--- src/rtl/core/mpdsc_pkg.sv ---
`timescale 1ns / 1ps

package mpdsc_pkg;

    localparam int TYPE_LIMIT_DEFAULT = 15;
    localparam int HDR_BYTES          = 8;
    localparam int QUEUE_DEPTH        = 2;

    localparam logic [7:0] HEAD_BYTE = 8'h7F;
    localparam logic [7:0] TAIL_BYTE = 8'hFF;

    typedef enum logic [1:0] {
        PH_HEADER  = 2'd0,
        PH_PAYLOAD = 2'd1,
        PH_TAIL    = 2'd2
    } phase_t;

    typedef enum logic [1:0] {
        EV_PAYLOAD = 2'd0,
        EV_NEXT    = 2'd1,
        EV_DONE    = 2'd2,
        EV_FAIL    = 2'd3
    } event_kind_t;

    // one classified byte handed from the front to the back
    typedef struct packed {
        logic        is_tail;
        logic        self_err;
        logic [7:0]  data;
        logic [7:0]  ptype;
        logic [15:0] id;
        logic [15:0] total;
    } queue_entry_t;

endpackage

--- src/rtl/core/mpdsc_front.sv ---
`timescale 1ns / 1ps

module mpdsc_front #(
    parameter int TYPE_LIMIT = mpdsc_pkg::TYPE_LIMIT_DEFAULT
) (
    input  logic                    aclk,
    input  logic                    aresetn,
    input  logic [7:0]              s_rx_byte,
    input  logic                    s_valid,
    output logic                    s_ready,
    output logic                    push,
    output mpdsc_pkg::queue_entry_t push_data,
    input  logic                    full
);
    import mpdsc_pkg::*;

    localparam logic [7:0] TypeLimit = 8'(TYPE_LIMIT);

    phase_t      phase_reg, phase_next;
    logic [2:0]  hidx_reg, hidx_next;
    logic [15:0] remain_reg, remain_next;
    logic [7:0]  hdr_reg [HDR_BYTES];

    logic        accept;
    logic [15:0] datalen;
    logic [7:0]  head;
    logic [7:0]  ptype;
    logic [15:0] cur_id;
    logic [15:0] tot_word;
    logic        self_err;

    assign s_ready  = !full;
    assign accept   = s_valid && s_ready;

    assign head     = hdr_reg[0];
    assign ptype    = hdr_reg[1];
    assign cur_id   = {hdr_reg[3], hdr_reg[2]};
    assign tot_word = {hdr_reg[5], hdr_reg[4]};
    assign datalen  = {s_rx_byte, hdr_reg[6]};

    assign self_err = (head != HEAD_BYTE) || (ptype == 8'd0) || (ptype >= TypeLimit) ||
                      (cur_id > tot_word) || (tot_word == 16'd0) || (s_rx_byte != TAIL_BYTE);

    always_ff @(posedge aclk) begin
        if (!aresetn) begin
            phase_reg  <= PH_HEADER;
            hidx_reg   <= 3'd0;
            remain_reg <= 16'd0;
        end else begin
            phase_reg  <= phase_next;
            hidx_reg   <= hidx_next;
            remain_reg <= remain_next;
        end
    end

    always_ff @(posedge aclk) begin
        if (accept && phase_reg == PH_HEADER) begin
            hdr_reg[hidx_reg] <= s_rx_byte;
        end
    end

    always_comb begin
        phase_next         = phase_reg;
        hidx_next          = hidx_reg;
        remain_next        = remain_reg;
        push               = 1'b0;
        push_data.is_tail  = (phase_reg == PH_TAIL);
        push_data.self_err = self_err;
        push_data.data     = (phase_reg == PH_TAIL) ? 8'd0 : s_rx_byte;
        push_data.ptype    = ptype;
        push_data.id       = cur_id;
        push_data.total    = tot_word;
        unique case (phase_reg)
            PH_HEADER: begin
                if (accept) begin
                    hidx_next = hidx_reg + 3'd1;
                    if (hidx_reg == 3'(HDR_BYTES - 1)) begin
                        remain_next = datalen;
                        phase_next  = (datalen == 16'd0) ? PH_TAIL : PH_PAYLOAD;
                    end
                end
            end
            PH_PAYLOAD: begin
                if (accept) begin
                    push        = 1'b1;
                    remain_next = remain_reg - 16'd1;
                    if (remain_reg == 16'd1) begin
                        phase_next = PH_TAIL;
                    end
                end
            end
            PH_TAIL: begin
                if (accept) begin
                    push        = 1'b1;
                    hidx_next   = 3'd0;
                    remain_next = 16'd0;
                    phase_next  = PH_HEADER;
                end
            end
            default: begin
                phase_next = PH_HEADER;
            end
        endcase
    end

    a_payload_count: assert property (@(posedge aclk) disable iff (!aresetn)
        phase_reg == PH_PAYLOAD |-> remain_reg != 16'd0)
        else $error("payload phase with nothing left to count");

    a_header_idle_index: assert property (@(posedge aclk) disable iff (!aresetn)
        phase_reg != PH_HEADER |-> hidx_reg == 3'd0)
        else $error("header index not rewound outside header phase");

endmodule

--- src/rtl/core/mpdsc_queue.sv ---
`timescale 1ns / 1ps

module mpdsc_queue (
    input  logic                    aclk,
    input  logic                    aresetn,
    input  logic                    push,
    input  mpdsc_pkg::queue_entry_t push_data,
    output logic                    full,
    input  logic                    pop,
    output mpdsc_pkg::queue_entry_t pop_data,
    output logic                    empty
);
    import mpdsc_pkg::*;

    localparam int PtrW = (QUEUE_DEPTH > 1) ? $clog2(QUEUE_DEPTH) : 1;
    localparam int CntW = $clog2(QUEUE_DEPTH + 1);

    queue_entry_t    mem_reg [QUEUE_DEPTH];
    logic [PtrW-1:0] wr_ptr_reg, wr_ptr_next;
    logic [PtrW-1:0] rd_ptr_reg, rd_ptr_next;
    logic [CntW-1:0] count_reg, count_next;

    assign full     = (count_reg == CntW'(QUEUE_DEPTH));
    assign empty    = (count_reg == '0);
    assign pop_data = mem_reg[rd_ptr_reg];

    always_comb begin
        wr_ptr_next = wr_ptr_reg;
        rd_ptr_next = rd_ptr_reg;
        if (push) begin
            wr_ptr_next = (wr_ptr_reg == PtrW'(QUEUE_DEPTH - 1)) ? '0 : wr_ptr_reg + 1'b1;
        end
        if (pop) begin
            rd_ptr_next = (rd_ptr_reg == PtrW'(QUEUE_DEPTH - 1)) ? '0 : rd_ptr_reg + 1'b1;
        end
        count_next = count_reg + CntW'(push) - CntW'(pop);
    end

    always_ff @(posedge aclk) begin
        if (!aresetn) begin
            wr_ptr_reg <= '0;
            rd_ptr_reg <= '0;
            count_reg  <= '0;
        end else begin
            wr_ptr_reg <= wr_ptr_next;
            rd_ptr_reg <= rd_ptr_next;
            count_reg  <= count_next;
        end
    end

    always_ff @(posedge aclk) begin
        if (push) begin
            mem_reg[wr_ptr_reg] <= push_data;
        end
    end

    a_no_overflow: assert property (@(posedge aclk) disable iff (!aresetn)
        push |-> !full)
        else $error("write into full queue");

    a_no_underflow: assert property (@(posedge aclk) disable iff (!aresetn)
        pop |-> !empty)
        else $error("read from empty queue");

endmodule

--- src/rtl/core/mpdsc_back.sv ---
`timescale 1ns / 1ps

module mpdsc_back (
    input  logic                    aclk,
    input  logic                    aresetn,
    input  mpdsc_pkg::queue_entry_t pop_data,
    input  logic                    empty,
    output logic                    pop,
    output logic                    m_valid,
    input  logic                    m_ready,
    output logic [1:0]              m_event_kind,
    output logic [7:0]              m_payload_byte,
    output logic [7:0]              m_packet_type,
    output logic [15:0]             m_packet_id,
    output logic [15:0]             m_packet_total
);
    import mpdsc_pkg::*;

    logic [15:0] exp_reg, exp_next;
    logic [15:0] ttot_reg, ttot_next;
    logic [7:0]  ttype_reg, ttype_next;
    logic        m_valid_reg, m_valid_next;

    event_kind_t ev_reg;
    logic [7:0]  byte_reg;
    logic [7:0]  type_reg;
    logic [15:0] id_reg;
    logic [15:0] total_reg;

    logic        take;
    logic        first;
    logic [15:0] eff_total;
    logic [7:0]  eff_type;
    event_kind_t ev;

    assign take      = !empty && (!m_valid_reg || m_ready);
    assign pop       = take;
    assign first     = (exp_reg == 16'd1);
    // the first packet of a transfer sets the reference total and type
    assign eff_total = first ? pop_data.total : ttot_reg;
    assign eff_type  = first ? pop_data.ptype : ttype_reg;

    always_comb begin
        priority if (!pop_data.is_tail) begin
            ev = EV_PAYLOAD;
        end else if (pop_data.self_err) begin
            ev = EV_FAIL;
        end else if (pop_data.id != exp_reg || pop_data.ptype != eff_type ||
                     pop_data.total != eff_total) begin
            ev = EV_FAIL;
        end else if (pop_data.id == eff_total) begin
            ev = EV_DONE;
        end else begin
            ev = EV_NEXT;
        end
    end

    always_comb begin
        exp_next   = exp_reg;
        ttot_next  = ttot_reg;
        ttype_next = ttype_reg;
        if (take && pop_data.is_tail) begin
            if (ev == EV_NEXT) begin
                exp_next   = exp_reg + 16'd1;
                ttot_next  = eff_total;
                ttype_next = eff_type;
            end else begin
                exp_next   = 16'd1;
                ttot_next  = 16'd0;
                ttype_next = 8'd0;
            end
        end
        if (take) begin
            m_valid_next = 1'b1;
        end else if (m_ready) begin
            m_valid_next = 1'b0;
        end else begin
            m_valid_next = m_valid_reg;
        end
    end

    always_ff @(posedge aclk) begin
        if (!aresetn) begin
            exp_reg     <= 16'd1;
            ttot_reg    <= 16'd0;
            ttype_reg   <= 8'd0;
            m_valid_reg <= 1'b0;
        end else begin
            exp_reg     <= exp_next;
            ttot_reg    <= ttot_next;
            ttype_reg   <= ttype_next;
            m_valid_reg <= m_valid_next;
        end
    end

    always_ff @(posedge aclk) begin
        if (take) begin
            ev_reg    <= ev;
            byte_reg  <= pop_data.data;
            type_reg  <= pop_data.ptype;
            id_reg    <= pop_data.id;
            total_reg <= pop_data.total;
        end
    end

    assign m_valid        = m_valid_reg;
    assign m_event_kind   = ev_reg;
    assign m_payload_byte = byte_reg;
    assign m_packet_type  = type_reg;
    assign m_packet_id    = id_reg;
    assign m_packet_total = total_reg;

    a_expected_nonzero: assert property (@(posedge aclk) disable iff (!aresetn)
        exp_reg != 16'd0)
        else $error("expected id reached zero");

    a_clear_after_verdict: assert property (@(posedge aclk) disable iff (!aresetn)
        take && pop_data.is_tail && (ev == EV_DONE || ev == EV_FAIL)
        |=> exp_reg == 16'd1 && ttot_reg == 16'd0 && ttype_reg == 8'd0)
        else $error("transfer state not cleared after final verdict");

endmodule

--- src/rtl/core/multi_packet_deframe_sequence_check.sv ---
`timescale 1ns / 1ps

// packet stream deframer with id sequence check
// input channel (s_valid/s_ready/s_rx_byte): one received byte per transaction;
// packets are a 7f head, type, cur_id, total_id, datalen (little endian), payload
// and an ff tail byte
// result channel (m_valid/m_ready/m_*): one transaction per payload byte, one
// verdict per tail byte (next packet, transfer done, or fail); header bytes
// give no result
// the front stage tracks the framing and runs the per-packet checks, a
// two-entry queue feeds the back stage, which does the sequence check and
// holds the output register
// each result is written into the queue, then registered in the output register before it is offered
// throughput: one byte per cycle while the queue is not full, limited by the single-byte input port
// when the receiver stalls, the output register and both queue entries fill,
// then s_ready drops (header bytes are held too while the queue is full);
// nothing is dropped
// reset (aresetn low, synchronous) returns to header phase, empties the queue
// and restarts the transfer expecting id 1
module multi_packet_deframe_sequence_check #(
    parameter int TYPE_LIMIT = mpdsc_pkg::TYPE_LIMIT_DEFAULT
) (
    input  logic        aclk,
    input  logic        aresetn,
    input  logic        s_valid,
    output logic        s_ready,
    input  logic [7:0]  s_rx_byte,
    output logic        m_valid,
    input  logic        m_ready,
    output logic [1:0]  m_event_kind,
    output logic [7:0]  m_payload_byte,
    output logic [7:0]  m_packet_type,
    output logic [15:0] m_packet_id,
    output logic [15:0] m_packet_total
);
    import mpdsc_pkg::*;

    queue_entry_t push_data;
    queue_entry_t pop_data;
    logic         push;
    logic         pop;
    logic         full;
    logic         empty;

    mpdsc_front #(
        .TYPE_LIMIT(TYPE_LIMIT)
    ) u_front (
        .aclk      (aclk),
        .aresetn   (aresetn),
        .s_rx_byte (s_rx_byte),
        .s_valid   (s_valid),
        .s_ready   (s_ready),
        .push      (push),
        .push_data (push_data),
        .full      (full)
    );

    mpdsc_queue u_queue (
        .aclk      (aclk),
        .aresetn   (aresetn),
        .push      (push),
        .push_data (push_data),
        .full      (full),
        .pop       (pop),
        .pop_data  (pop_data),
        .empty     (empty)
    );

    mpdsc_back u_back (
        .aclk           (aclk),
        .aresetn        (aresetn),
        .pop_data       (pop_data),
        .empty          (empty),
        .pop            (pop),
        .m_valid        (m_valid),
        .m_ready        (m_ready),
        .m_event_kind   (m_event_kind),
        .m_payload_byte (m_payload_byte),
        .m_packet_type  (m_packet_type),
        .m_packet_id    (m_packet_id),
        .m_packet_total (m_packet_total)
    );

endmodule
--- config.mk ---
export PLATFORM = sky130hd
export DESIGN_NAME = multi_packet_deframe_sequence_check
export DESIGN_NICKNAME = d
export VERILOG_FILES = /design/src/rtl/core/mpdsc_pkg.sv /design/src/rtl/core/mpdsc_front.sv /design/src/rtl/core/mpdsc_queue.sv /design/src/rtl/core/mpdsc_back.sv /design/src/rtl/core/multi_packet_deframe_sequence_check.sv
export SDC_FILE = /design/constraint.sdc
export NUM_CORES = 1
export LEC_CHECK = 0
export BUFFER_PORTS_ARGS = -buffer_cell sky130_fd_sc_hd__buf_4
export CORE_ASPECT_RATIO = 0.6
export CORE_UTILIZATION = 60
export DETAILED_ROUTE_END_ITERATION = 16
export PLACE_DENSITY_LB_ADDON = 0.1
export SLEW_MARGIN = 20
export SYNTH_ARGS = -nofsm -noshare
export SYNTH_HDL_FRONTEND = slang
export SYNTH_SLANG_ARGS = --single-unit
--- constraint.sdc ---
create_clock -name aclk -period 11.41 [get_ports aclk]
set_input_delay 2.282 -clock aclk [delete_from_list [all_inputs] [get_ports aclk]]
set_output_delay 2.282 -clock aclk [all_outputs]
set_load 0.005 [all_outputs]
==> results.cfg <==
[global_route]
grt_max_degree = 56
grt_pass1_vias = 6778
track_usage_pct = 25.9
gr-total-overflow = 0
grt_pass1_wl_mm = 38.7
antenna_found_initial = 0

[outcome]
status = complete, no violations

[power_and_ir_drop]
power_density_nw_per_um2 = 227
leakage_nw = 4.74
pwr-share-clk_pct = 26.8
combPwrFrac_pct = 27.1
pwr-share-seq_pct = 46.1
switching_share_pct = 30.7
power_switching_mw = 0.908
peakVddDrop_v = 0.000140
p_int_mw = 2.05

[finish]
diodes = 0
drive_gt1_share_pct = 17.9
layout_common_cells = edfxtp_1 (206), buf_4 (71), dfxtp_1 (66)
largest_reg_flops = 100
utilization_pct = 70.5
synthToLayoutAreaGrowth_pct = 12.4
final_common_cell = edfxtp_1
fillCellCount = 1218
nets = 950

[logic_synthesis]
avgSynthCellArea_um2 = 13.8
synth_seq_area_share_pct = 64.9
ys_seq_elements = 273
syn-num-nets = 879
ys_types = 59
synth.cell_area_um2 = 11600
ys_warn_count = 0
ys_async_sr_fraction_pct = 0
synthCells = 839
synth-main-ff-cell = edfxtp_1
synth-edff-count = 206
synth.area.top_cells = edfxtp_1 (53%), dfxtp_1 (12%), xnor2_1 (3.8%)
synth_top_area_share_pct = 53.4
yosys.area.top_type = edfxtp_1

[clocking]
cts.clk_slew.worst_paths_ns = 0.06
cts_root_buf = clkbuf_16
post_cts_buffers = 0
cts_tree = done
ctsLongestPathBuffers = 3
ctsHoldBuffers = 0
cts_buffers = 24
h-tree-depth = 1
clk_latency_ns = 0.52
numClockSinks = 273
ctsResizeCount = 0

[floorplanning]
num_rows = 38
initial_core_util_pct = 62.7
dieArea_um2 = 19900
core_um2 = 18500
die_x_um = 181
fp.dieH_um = 110
io_pins = 64

[place]
dpl.hpwl_mm = 17.3
gp_congestion = 0.844
io_buffers = 63

[setup_path]
criticalPathCategory = reg2reg
cp.arrival_ns = 4.32
cp.required_ns = 11.79
cp-start-kind = flop
setup.worst_path.end_class = flop
critPathMaxFanout = 15
reg2reg_slack_ns = 7.48

[routing]
viasPerCell = 6.08
ant_nets = 0
dr.first_iter.drc_count = 795
routedWlPerCell_um = 21.6
vias = 7102
drc = 0
dr.pass1.iters = 5
drt_wl_total_mm = 25.2

[sta]
hold_viol_final = 0
rsz0062_at_grt = false
holdWs_ns = 0.487
slew_headroom_pct = 26.1
setup_tns_ns = 0
worstMarginPinSlew_ns = 1.10
finalSetupViolCount = 0
max_freq_mhz = 254
fin_crit_sh_pct = 34.5
period_needed_ns = 3.93
skew_ns = 0.0132
slew_viol_final = 0

[job]
cap_viol_max_count = 0

[worst_hold_path]
hold_path_class = reg2reg
[final cells by class]
| cell class | count | area [um2] | share of cell area [%] |
|---|---|---|---|
| Tap cell | 240 | 300 | 2.30 |
| Multi-Input combinational cell | 488 | 3710 | 28.5 |
| Sequential cell | 273 | 7530 | 57.8 |
| Clock buffer | 33 | 656 | 5.03 |
| Inverter | 52 | 195 | 1.50 |
| Timing Repair Buffer | 71 | 533 | 4.09 |
| Clock inverter | 11 | 106 | 0.816 |
[routing by layer]
metal	track usage, %	up-vias	wire [um]
li1	-	3240	-
met1	38.6	3520	11900
met2	39.2	304	10900
met3	5.56	38	2000
met4	5.69	0	437
met5	0	-	0
[critical path: stages, from the launching register on]
cell and delay [ns]:
dfxtp_1 0.45, ha_1 0.22, nor4b_2 0.23, and4_1 0.88, mux2i_1 0.32, xnor2_1 0.10, or4_4 0.56, or3_4 0.42
a21oi_4 0.50, nor3_1 0.12
[cell families (layout without fill, tap and decap cells)]
kind of cell / count (synthesis) / after routing / synth area share (%)
DFF: 273 / 273 / 64.9
adders and majority gates: 28 / 28 / 3.02
buffers and inverters: 78 / 167 / 3.28
muxes: 60 / 60 / 5.75
and+or+nand+nor: 212 / 212 / 10.2
xor gates and xnor gates: 82 / 82 / 6.19
AOI/OAI and AO/OA: 106 / 106 / 6.68
[stage by stage]
step                total power, mW  setup WS (ns)  cells  cell area (um2)
floorplan                      1.89           5.68    839            11600
global placement               2.14           7.20   1124            12300
detailed placement             2.17           7.01   1124            12300
CTS                            2.96           7.49   1168            13000
global route                   3.09           7.23   1168            13000
finish                         2.96           7.48   1168            13000
[synth_stat cells (22+ instances only)]
| cell | number |
|---|---|
| a22o_1 | 24 |
| dfxtp_1 | 67 |
| edfxtp_1 | 206 |
| ha_1 | 28 |
| inv_1 | 52 |
| mux2_2 | 29 |
| mux2i_1 | 24 |
| nand2_1 | 35 |
| nand4_1 | 22 |
| nor2_1 | 49 |
| nor4_1 | 22 |
| o21ai_0 | 22 |
| xnor2_1 | 50 |
| xor2_1 | 32 |
[worst paths after layout]
kind	cells past startpoint	endpoint	start
worst max register to register	9	u_back.exp_reg[4]	u_back.exp_reg[0]
worst min register to register	2	u_front.remain_reg[14]	u_front.remain_reg[14]
worst min-delay path	2	u_front.remain_reg[14]	u_front.remain_reg[14]
worst max-delay path	9	u_back.exp_reg[4]	u_back.exp_reg[0]
[power groups by stage]
stage | registers (mW) | logic (mW) | clock network, mW
4_1_cts | 1.36 | 0.797 | 0.804
2_1_floorplan | 1.37 | 0.519 | 0
6_report | 1.36 | 0.802 | 0.793
3_3_place_gp | 1.37 | 0.767 | 0
5_1_grt | 1.38 | 0.870 | 0.839
3_5_place_dp | 1.38 | 0.792 | 0
(Power assumes the default switching activity.)
